--- src/rtl/fdec_pkg.sv ---
package fdec_pkg;

   // Wide integer held as a rotating line of words, least significant word first.
   localparam int WORD_BITS = 64;
   localparam int WORDS     = 18;
   localparam int WIDX_BITS = 5;

   localparam int Q_BITS     = 34;
   localparam int K_BITS     = 11;
   localparam int X_BITS     = 12;
   localparam int SHIFT_BITS = 11;
   localparam int PASS_BITS  = 9;

   localparam logic [Q_BITS-1:0] DIG_LOW  = 34'd1000000;
   localparam logic [Q_BITS-1:0] DIG_HIGH = 34'd10000000;

   localparam logic [2:0] CARRY_ZERO = 3'd0;

   localparam logic [1:0] CLASS_FINITE = 2'd0;
   localparam logic [1:0] CLASS_INF    = 2'd1;
   localparam logic [1:0] CLASS_NAN    = 2'd2;

   typedef enum logic [2:0] {
      DP_NOP,
      DP_LOAD,
      DP_MUL_S,
      DP_MUL_D,
      DP_DIV
   } dp_op_type;

   typedef struct packed {
      dp_op_type              op;
      logic [WIDX_BITS-1:0]   word;
      logic                   shift_en;
      logic                   sel_t;
   } dp_cmd_type;

   typedef struct packed {
      logic borrow;
      logic nonzero;
   } dp_stat_type;

endpackage

--- src/rtl/fdec_lzc.sv ---
// Serial leading-zero count: one bit position per cycle.
module fdec_lzc (
   input  logic        clock,
   input  logic        reset,
   input  logic        start,
   input  logic [63:0] value,
   output logic        done,
   output logic [5:0]  count
);

   logic        busy_ff;
   logic [63:0] sh_ff;
   logic [5:0]  cnt_ff;

   assign done  = busy_ff && sh_ff[63];
   assign count = cnt_ff;

   always_ff @(posedge clock) begin
      if (reset) begin
         busy_ff <= 1'b0;
      end else if (start) begin
         busy_ff <= 1'b1;
      end else if (done) begin
         busy_ff <= 1'b0;
      end
   end

   always_ff @(posedge clock) begin
      if (start) begin
         sh_ff  <= value;
         cnt_ff <= 6'd0;
      end else if (busy_ff && !sh_ff[63]) begin
         sh_ff  <= {sh_ff[62:0], 1'b0};
         cnt_ff <= cnt_ff + 6'd1;
      end
   end

endmodule

--- src/rtl/fdec_bigword.sv ---
// Three wide integers (remainder S, trial difference T, divisor D) held as
// rotating word lines. Each command cycle processes the bottom word of each
// line and writes the result word at the top.
module fdec_bigword (
   input  logic                                  clock,
   input  fdec_pkg::dp_cmd_type                  cmd,
   input  logic [fdec_pkg::WORD_BITS-1:0]        mant,
   input  logic [fdec_pkg::SHIFT_BITS-1:0]       s_shift,
   input  logic [fdec_pkg::SHIFT_BITS-1:0]       d_shift,
   output fdec_pkg::dp_stat_type                 stat
);

   localparam int W = fdec_pkg::WORD_BITS;
   localparam int L = fdec_pkg::WORDS;

   logic [W-1:0] s_ff [L];
   logic [W-1:0] t_ff [L];
   logic [W-1:0] d_ff [L];
   logic         cin_ff;
   logic         borrow_ff;
   logic         nz_ff;
   logic [3:0]   mcarry_ff;

   logic                            first;
   logic                            cin;
   logic                            bin;
   logic [3:0]                      mc;
   logic [2*W-1:0]                  m_sh;
   logic [fdec_pkg::WIDX_BITS-1:0]  s_word;
   logic [fdec_pkg::WIDX_BITS-1:0]  d_word;
   logic [W-1:0]                    x;
   logic [W-1:0]                    xs;
   logic [W+3:0]                    prod;
   logic [W:0]                      diff;
   logic [W-1:0]                    s_new;
   logic [W-1:0]                    t_new;
   logic [W-1:0]                    d_new;

   always_comb begin
      first  = (cmd.word == '0);
      cin    = first ? 1'b0 : cin_ff;
      bin    = first ? 1'b0 : borrow_ff;
      mc     = first ? 4'd0 : mcarry_ff;
      m_sh   = {{W{1'b0}}, mant} << s_shift[5:0];
      s_word = s_shift[fdec_pkg::SHIFT_BITS-1:6];
      d_word = d_shift[fdec_pkg::SHIFT_BITS-1:6];
      x      = cmd.sel_t ? t_ff[0] : s_ff[0];
      xs     = cmd.shift_en ? {x[W-2:0], cin} : x;
      diff   = {1'b0, xs} - {1'b0, d_ff[0]} - {{W{1'b0}}, bin};
      prod   = ({4'd0, (cmd.op == fdec_pkg::DP_MUL_D) ? d_ff[0] : s_ff[0]} << 3)
             + ({4'd0, (cmd.op == fdec_pkg::DP_MUL_D) ? d_ff[0] : s_ff[0]} << 1)
             + {{W{1'b0}}, mc};
      s_new  = s_ff[0];
      t_new  = t_ff[0];
      d_new  = d_ff[0];
      case (cmd.op)
         fdec_pkg::DP_LOAD: begin
            s_new = '0;
            if (cmd.word == s_word) begin
               s_new = m_sh[W-1:0];
            end else if (cmd.word == s_word + 5'd1) begin
               s_new = m_sh[2*W-1:W];
            end
            d_new = (cmd.word == d_word) ? ({{(W-1){1'b0}}, 1'b1} << d_shift[5:0]) : '0;
            t_new = '0;
         end
         fdec_pkg::DP_MUL_S: begin
            s_new = prod[W-1:0];
         end
         fdec_pkg::DP_MUL_D: begin
            d_new = prod[W-1:0];
         end
         fdec_pkg::DP_DIV: begin
            s_new = xs;
            t_new = diff[W-1:0];
         end
         default: begin
            s_new = s_ff[0];
         end
      endcase
   end

   always_ff @(posedge clock) begin
      if (cmd.op != fdec_pkg::DP_NOP) begin
         for (int i = 0; i < L - 1; i++) begin
            s_ff[i] <= s_ff[i+1];
            t_ff[i] <= t_ff[i+1];
            d_ff[i] <= d_ff[i+1];
         end
         s_ff[L-1] <= s_new;
         t_ff[L-1] <= t_new;
         d_ff[L-1] <= d_new;
         cin_ff    <= x[W-1];
         mcarry_ff <= prod[W+3:W];
         borrow_ff <= diff[W];
         nz_ff     <= (first ? 1'b0 : nz_ff) | (diff[W-1:0] != '0);
      end
   end

   assign stat.borrow  = borrow_ff;
   assign stat.nonzero = nz_ff;

endmodule

--- src/rtl/ieee_float_to_decimal_sci.sv ---
// Channel  | Direction | Contents
// req_     | in        | tdata[63:0] raw_bits (binary32 uses bits 31..0)
// rsp_     | out       | tdata: negative, digits, dec_exponent; tuser: value_class
// csr_     | in        | format_select (0 binary32, 1 binary64)
//
// Infinity, NaN and zero go from acceptance straight to the output state, which loads the
// result register once that register is free and then returns to idle for the next item.
// A finite value is normalized, gets a decimal exponent estimate, then runs A scaling attempts
// (A from 1 to 4), each a load pass, |6-k| multiply passes and the division passes, and is rounded;
// the word-serial multiply-by-ten passes over the 18-word integers dominate for large exponents.
// Reset is synchronous and active high; there is no clearing pass after reset.
// A waiting result never blocks the next item: only a second result waits.

module ieee_float_to_decimal_sci (
   input  logic        clock,
   input  logic        reset,
   input  logic        req_tvalid,
   output logic        req_tready,
   input  logic [63:0] req_tdata,   // [63:0] raw_bits
   output logic        rsp_tvalid,
   input  logic        rsp_tready,
   output logic [39:0] rsp_tdata,   // [0] negative, [24:1] digits, [34:25] dec_exponent, zeros
   output logic [1:0]  rsp_tuser,   // [1:0] value_class
   input  logic        csr_wr_en,
   input  logic        csr_wr_data  // format_select
);

   localparam int QB = fdec_pkg::Q_BITS;
   localparam int KB = fdec_pkg::K_BITS;
   localparam int XB = fdec_pkg::X_BITS;
   localparam int SB = fdec_pkg::SHIFT_BITS;
   localparam int PB = fdec_pkg::PASS_BITS;
   localparam int WB = fdec_pkg::WIDX_BITS;

   localparam logic [WB-1:0] LAST_WORD = WB'(fdec_pkg::WORDS - 1);
   localparam logic [PB-1:0] LAST_PASS = PB'(fdec_pkg::Q_BITS);

   typedef enum logic [3:0] {
      ST_IDLE,
      ST_NORM,
      ST_KEST,
      ST_LOAD,
      ST_MUL,
      ST_DIV,
      ST_DIVCHK,
      ST_ADJ,
      ST_ROUND,
      ST_OUT
   } state_type;

   state_type          state_ff;
   logic               fmt_ff;
   logic               sign_ff;
   logic [63:0]        m_ff;
   logic signed [XB-1:0] e_ff;
   logic signed [XB-1:0] x_ff;
   logic signed [KB-1:0] k_ff;
   logic [SB-1:0]      s_shift_ff;
   logic [SB-1:0]      d_shift_ff;
   logic [1:0]         iter_ff;
   logic [WB-1:0]      word_ff;
   logic [PB-1:0]      pass_ff;
   logic               mul_den_ff;
   logic               sel_ff;
   logic               up_ff;
   logic [QB-1:0]      q_ff;
   logic [1:0]         res_class_ff;
   logic [23:0]        res_digits_ff;
   logic [9:0]         res_exp_ff;
   logic               rsp_tvalid_ff;
   logic [39:0]        rsp_tdata_ff;
   logic [1:0]         rsp_tuser_ff;

   // Field split of the incoming item.
   logic                 in_sign;
   logic                 in_special;
   logic                 in_frac_nz;
   logic [63:0]          in_m;
   logic signed [XB-1:0] in_e;
   logic                 accept;
   logic                 lz_start;
   logic                 lz_done;
   logic [5:0]           lz_count;

   // Decimal exponent estimate.
   logic                 x_neg;
   logic [10:0]          ax;
   logic [28:0]          kprod;
   logic [28:0]          kbias;
   logic [KB-1:0]        kmag;
   logic signed [KB-1:0] k_est;
   logic signed [KB-1:0] p_val;

   logic                 q_hi;
   logic                 q_lo;
   logic [QB-1:0]        q_round;
   logic                 last_word;
   logic                 rsp_load;

   fdec_pkg::dp_cmd_type  cmd;
   fdec_pkg::dp_stat_type stat;

   assign accept     = req_tvalid && req_tready;
   assign req_tready = (state_ff == ST_IDLE);
   assign rsp_tvalid = rsp_tvalid_ff;
   assign rsp_tdata  = rsp_tdata_ff;
   assign rsp_tuser  = rsp_tuser_ff;

   // The output register takes a new result when it is empty or being emptied.
   assign rsp_load  = (state_ff == ST_OUT) && (!rsp_tvalid_ff || rsp_tready);
   assign last_word = (word_ff == LAST_WORD);

   always_comb begin
      if (fmt_ff) begin
         in_sign    = req_tdata[63];
         in_special = &req_tdata[62:52];
         in_frac_nz = (req_tdata[51:0] != '0);
         in_m       = {11'd0, (req_tdata[62:52] != '0), req_tdata[51:0]};
         in_e       = (req_tdata[62:52] == '0) ? -12'sd1074
                    : $signed({1'b0, req_tdata[62:52]}) - 12'sd1075;
      end else begin
         in_sign    = req_tdata[31];
         in_special = &req_tdata[30:23];
         in_frac_nz = (req_tdata[22:0] != '0);
         in_m       = {40'd0, (req_tdata[30:23] != '0), req_tdata[22:0]};
         in_e       = (req_tdata[30:23] == '0) ? -12'sd149
                    : $signed({4'd0, req_tdata[30:23]}) - 12'sd150;
      end
   end

   assign lz_start = accept && !in_special && (in_m != '0);

   fdec_lzc u_lzc (
      .clock (clock),
      .reset (reset),
      .start (lz_start),
      .value (in_m),
      .done  (lz_done),
      .count (lz_count)
   );

   // The estimate is floor(x * log10(2)) with log10(2) taken as 78913 / 2^18.
   always_comb begin
      x_neg = x_ff[XB-1];
      ax    = x_neg ? 11'(-x_ff) : 11'(x_ff);
      kprod = {18'd0, ax} * 29'd78913;
      kbias = x_neg ? kprod + 29'd262143 : kprod;
      kmag  = kbias[28:18];
      k_est = x_neg ? -$signed(kmag) : $signed(kmag);
      p_val = 11'sd6 - k_ff;
   end

   always_comb begin
      q_hi    = (q_ff >= fdec_pkg::DIG_HIGH);
      q_lo    = (q_ff < fdec_pkg::DIG_LOW);
      q_round = q_ff + {{(QB-1){1'b0}}, up_ff};
   end

   always_comb begin
      cmd.word     = word_ff;
      cmd.shift_en = (pass_ff != '0);
      cmd.sel_t    = sel_ff;
      case (state_ff)
         ST_LOAD: cmd.op = fdec_pkg::DP_LOAD;
         ST_MUL:  cmd.op = mul_den_ff ? fdec_pkg::DP_MUL_D : fdec_pkg::DP_MUL_S;
         ST_DIV:  cmd.op = fdec_pkg::DP_DIV;
         default: cmd.op = fdec_pkg::DP_NOP;
      endcase
   end

   fdec_bigword u_big (
      .clock   (clock),
      .cmd     (cmd),
      .mant    (m_ff),
      .s_shift (s_shift_ff),
      .d_shift (d_shift_ff),
      .stat    (stat)
   );

   always_ff @(posedge clock) begin
      if (reset) begin
         state_ff      <= ST_IDLE;
         fmt_ff        <= 1'b0;
         rsp_tvalid_ff <= 1'b0;
      end else begin
         if (csr_wr_en) begin
            fmt_ff <= csr_wr_data;
         end
         if (rsp_load) begin
            rsp_tvalid_ff <= 1'b1;
         end else if (rsp_tvalid_ff && rsp_tready) begin
            rsp_tvalid_ff <= 1'b0;
         end
         case (state_ff)
            ST_IDLE: begin
               if (accept) begin
                  sign_ff       <= in_sign;
                  m_ff          <= in_m;
                  e_ff          <= in_e;
                  res_digits_ff <= '0;
                  res_exp_ff    <= '0;
                  if (!in_special) begin
                     res_class_ff <= fdec_pkg::CLASS_FINITE;
                  end else if (in_frac_nz) begin
                     res_class_ff <= fdec_pkg::CLASS_NAN;
                  end else begin
                     res_class_ff <= fdec_pkg::CLASS_INF;
                  end
                  if (in_special || (in_m == '0)) begin
                     state_ff <= ST_OUT;
                  end else begin
                     state_ff <= ST_NORM;
                  end
               end
            end
            ST_NORM: begin
               if (lz_done) begin
                  x_ff     <= e_ff + 12'sd63 - $signed({6'd0, lz_count});
                  state_ff <= ST_KEST;
               end
            end
            ST_KEST: begin
               // Numerator m * 2^e split as an integer shift; the divisor
               // carries the extra 2^33 that aligns it with the top quotient bit.
               k_ff       <= k_est;
               s_shift_ff <= e_ff[XB-1] ? '0 : e_ff[SB-1:0];
               d_shift_ff <= (e_ff[XB-1] ? SB'(-e_ff) : '0) + 11'd33;
               iter_ff    <= 2'd0;
               word_ff    <= '0;
               q_ff       <= '0;
               sel_ff     <= 1'b0;
               pass_ff    <= '0;
               state_ff   <= ST_LOAD;
            end
            ST_LOAD: begin
               word_ff <= last_word ? '0 : word_ff + 5'd1;
               if (last_word) begin
                  mul_den_ff <= p_val[KB-1];
                  pass_ff    <= p_val[KB-1] ? PB'(-p_val) : PB'(p_val);
                  state_ff   <= (p_val == '0) ? ST_DIV : ST_MUL;
               end
            end
            ST_MUL: begin
               word_ff <= last_word ? '0 : word_ff + 5'd1;
               if (last_word) begin
                  pass_ff <= pass_ff - 9'd1;
                  if (pass_ff == 9'd1) begin
                     state_ff <= ST_DIV;
                  end
               end
            end
            ST_DIV: begin
               word_ff <= last_word ? '0 : word_ff + 5'd1;
               if (last_word) begin
                  state_ff <= ST_DIVCHK;
               end
            end
            ST_DIVCHK: begin
               // The last pass compares twice the remainder with the divisor.
               if (pass_ff == LAST_PASS) begin
                  up_ff    <= !stat.borrow && (stat.nonzero || q_ff[0]);
                  state_ff <= ST_ADJ;
               end else begin
                  q_ff     <= {q_ff[QB-2:0], !stat.borrow};
                  sel_ff   <= !stat.borrow;
                  pass_ff  <= pass_ff + 9'd1;
                  state_ff <= ST_DIV;
               end
            end
            ST_ADJ: begin
               if (q_hi) begin
                  k_ff <= k_ff + 11'sd1;
               end else if (q_lo) begin
                  k_ff <= k_ff - 11'sd1;
               end
               if ((!q_hi && !q_lo) || (iter_ff == 2'd3)) begin
                  state_ff <= ST_ROUND;
               end else begin
                  iter_ff  <= iter_ff + 2'd1;
                  word_ff  <= '0;
                  q_ff     <= '0;
                  sel_ff   <= 1'b0;
                  pass_ff  <= '0;
                  state_ff <= ST_LOAD;
               end
            end
            ST_ROUND: begin
               // A round-up to ten million becomes one million at the next power.
               if (q_round >= fdec_pkg::DIG_HIGH) begin
                  res_digits_ff <= fdec_pkg::DIG_LOW[23:0];
                  res_exp_ff    <= 10'(k_ff + 11'sd1);
               end else begin
                  res_digits_ff <= q_round[23:0];
                  res_exp_ff    <= k_ff[9:0];
               end
               state_ff <= ST_OUT;
            end
            ST_OUT: begin
               if (rsp_load) begin
                  rsp_tdata_ff <= {5'd0, res_exp_ff, res_digits_ff, sign_ff};
                  rsp_tuser_ff <= res_class_ff;
                  state_ff     <= ST_IDLE;
               end
            end
            default: begin
               state_ff <= ST_IDLE;
            end
         endcase
      end
   end

endmodule

--- config.mk ---
export PLATFORM = sky130hd
export DESIGN_NAME = ieee_float_to_decimal_sci
export DESIGN_NICKNAME = d
export VERILOG_FILES = /design/src/rtl/fdec_pkg.sv /design/src/rtl/fdec_lzc.sv /design/src/rtl/fdec_bigword.sv /design/src/rtl/ieee_float_to_decimal_sci.sv
export SDC_FILE = /design/constraint.sdc
export NUM_CORES = 2
export LEC_CHECK = 0
export ABC_AREA = 1
export BUFFER_PORTS_ARGS = -buffer_cell sky130_fd_sc_hd__buf_4
export CAP_MARGIN = 15
export CORE_ASPECT_RATIO = 1.25
export CORE_UTILIZATION = 59
export DETAILED_ROUTE_END_ITERATION = 7
export PLACE_DENSITY = 0.75
export REMOVE_ABC_BUFFERS = 1
export SYNTH_ARGS = -nofsm -noshare
export SYNTH_HDL_FRONTEND = slang
export SYNTH_SLANG_ARGS = --single-unit
--- constraint.sdc ---
create_clock -name clock -period 214.6 [get_ports clock]
set_clock_uncertainty 0.15 [all_clocks]
set_input_delay 0 -clock clock [delete_from_list [all_inputs] [get_ports clock]]
set_output_delay 0 -clock clock [all_outputs]
set_load 0.02 [all_outputs]
==> results.toml <==
[run_status]
status = "complete, but fails checks"
violations = "design-rule violations"

[floorplan]
start_util = 0.595
core_sq_um = 243000
die_x_um = 444
rows = 202
die_height_um = 555
die_area_sq_um = 247000
ios = 114

[critical_path]
crit_required_ps = 214960
end_kind = "flop"
crit_family = "buffers and inverters"
startpoint_type = "flop"
cpMostUsedCell = "buf_4"
cp_cell_sequence = "inv_1 > nor2_1 > inv_1 > nor2_4 > buf_4 > nor2_1 > inv_2 > nor2_1 > inv_8 > buf_4 > buf_4 > buf_4 > buf_4 > buf_4 > buf_4"
path_buf_inv = 11
critPathArrivalTime_ps = 8960
worst-setup-path-type = "flop to flop"
worst_path_max_delay_cell = "buf_4"
crit_fanout = 134
critPathMaxStageDelay_ps = 1010

[global_route]
antenna_found_initial = 35
overflow = 0
grtUsageTotal = 0.341
grt_max_degree = 222
grt_pass1_vias = 83600
grt_first_pass_wirelength_um = 594000

[placed_design]
routabilityCongestion = 1.01
numPortBuffers = 108
numPlacedInstances = 13100
dpl.hpwl_um = 269000
dp_slack_ps = 205970

[timing]
rsz0062_at_grt = "false"
setup_viol = 0
final_hold_viol_count = 0
fmax_mhz = 116
fin_tns_setup_ps = 0
slew_headroom = 0.207
drv_slew = 0
finalCritPeriodShare = 0.0401
finalCriticalPeriod_ps = 8600
worstMarginPinSlew_ps = 1180
holdWs_ps = 58.4
postLayoutSetupSlackWorst_ps = 206000

[clocking]
cts_root_buffer = "clkbuf_16"
cts_setup_buffers = 0
cts_buffers = 343
cts_tree = "yes"
cts_resized = 0
clock_latency_ps = 930
htree_num_levels = 5
cts_sinks = 3776
clk_pin_slew_worst_paths_ps = 60
clk_path_buf_depth = 4

[synthesis]
yosysTopAreaCell = "edfxtp_1"
ys_ff_latch = 3776
synth.top_cell.area_share = 0.783
yosys_warnings = 0
ys.flop_type = "edfxtp_1"
synth_top_family_by_area = "simple AND/OR/NAND/NOR gates"
synth.area.top_cells = "edfxtp_1, nand2_1, ha_1"
synth_fa_ha_area_frac = 0.0362
synthMuxAreaShare = 0.00166
synthSimpleGateAreaFrac = 0.0901
ys_types = 69
async_flop_share = 0
yosysSeqAreaShare = 0.784
syn_area_sq_um = 144000
synth_compound_area_frac = 0.0468
netlist_instances = 9892
synth_area_per_cell_sq_um = 14.6
synth_edf_count = 3763
synth-xor-area-share = 0.00958

[drt]
ant_nets = 0
vias = 84600
first_iter_violations = 11800
vias_per_cell = 6.08
drt_wl_total_um = 425000
drt-wirelength-per-cell_um = 30.5
drc_errors = 336
dr.pass1.iters = 8

[min_path]
min_path_type = "primary input to flop"

[cells_and_area]
area_delta_synth_final_pct = 12.1
final_nets = 10800
final_common_cell = "edfxtp_1"
stdcell_count = 13900
final_cell_mix = "edfxtp_1, nand2_1, inv_1"
drive_gt1_frac = 0.0742
fillers = 15800

[power]
cellLeakagePower_nw = 58.4
p_per_area_nw_per_um2 = 16.0
peakVddDrop_uv = 18.0

[run]
cap_violations = 0
metrics by stage:
stage	cell area, sq um	total power [mW]	util
5_1_grt	162000	2.67	0.666
4_1_cts	162000	2.57	0.666
2_1_floorplan	143000	2.48	-
3_3_place_gp	149000	1.89	0.614
3_5_place_dp	149000	1.91	0.614
6_report	162000	2.59	0.666
report_power, final:
group	internal [mW]	total [mW]	switching (mW)
registers	1.17	1.28	0.118
clock network	0.334	0.623	0.289
logic	0.150	0.687	0.537
cells by family (layout without fill, tap and decap cells):
kind of cell | Yosys count | after routing
DFF | 3776 | 3776
muxes | 24 | 24
adders and majority gates | 403 | 403
buffers and inverters | 1180 | 1913
other | 1 | 26
xor gates and xnor gates | 158 | 158
AOI/OAI and AO/OA | 1189 | 1189
and+or+nand+nor | 3161 | 3161
layout make-up:
type	instances	area [sq um]	share of cell area
flip-flops and latches	3776	113000	0.700
multi-input cells	4940	26700	0.165
diodes	21	52.6	0.000325
inverters	946	3560	0.0220
clock buffers	402	8870	0.0548
repair buffers	355	3140	0.0194
clock inverters	210	2140	0.0132
well taps	3264	4080	0.0252
Yosys cell counts, types with 34 or more instances:
cell type / n
a21oi_1: 273
a31oi_1: 34
clkbuf_1: 167
edfxtp_1: 3763
ha_1: 378
inv_1: 934
nand2_1: 1932
nand3_1: 311
nand4_1: 72
nor2_1: 619
nor3_1: 97
o2111ai_1: 44
o211ai_1: 82
o21ai_0: 589
o22ai_1: 37
or2_2: 36
xnor2_1: 40
xor2_1: 118
registers in the layout, indices dropped and copies added, names as in the netlist, 2 cells and up:
signal,count
e_ff,12
x_ff,12
s_shift_ff,11
iter_ff,2
d_shift_ff,11
res_exp_ff,10
state_ff,4
u_big.mcarry_ff,4
u_big.s_ff,1152
u_lzc.sh_ff,64
pass_ff,9
q_ff,34
k_ff,11
u_lzc.count,6
word_ff,5
res_digits_ff,24
u_big.d_ff,1152
u_big.t_ff,1152
rsp_tdata,35
res_class_ff,2
m_ff,53
rsp_tuser,2
tightest hold or removal path: stages:
cell and delay, ps:
dlygate4sd3_1 530, buf_4 170, a21oi_1 70, nand2_1 60, a32o_1 160
worst paths after layout:
check	startpoint	to	slack (ps)	depth (start not counted)
worst max-delay path	state_ff[0]	u_big.d_ff[1][24]	206000	15
worst min-delay path	req_tdata[26]	e_ff[4]	60	5
worst max register to register	state_ff[0]	u_big.d_ff[1][24]	206000	15
worst min register to register	u_big.d_ff[10][6]	u_big.d_ff[9][6]	210	0
what timing repair did:
item                                    in CTS  in global routing
endpoints found under the setup margin       0                  0
hold buffers                               146                  0
hold endpoints to repair                   327                  0
per-layer routing:
metal,track usage,vias to the layer above,wire (um)
met3,0.0794,1627,39800
met1,0.410,41000,149000
met5,0.000588,-,196
li1,-,36300,-
met4,0.221,24,34300
met2,0.556,5626,201000
No activity file was read; power rests on OpenSTA's default activity.
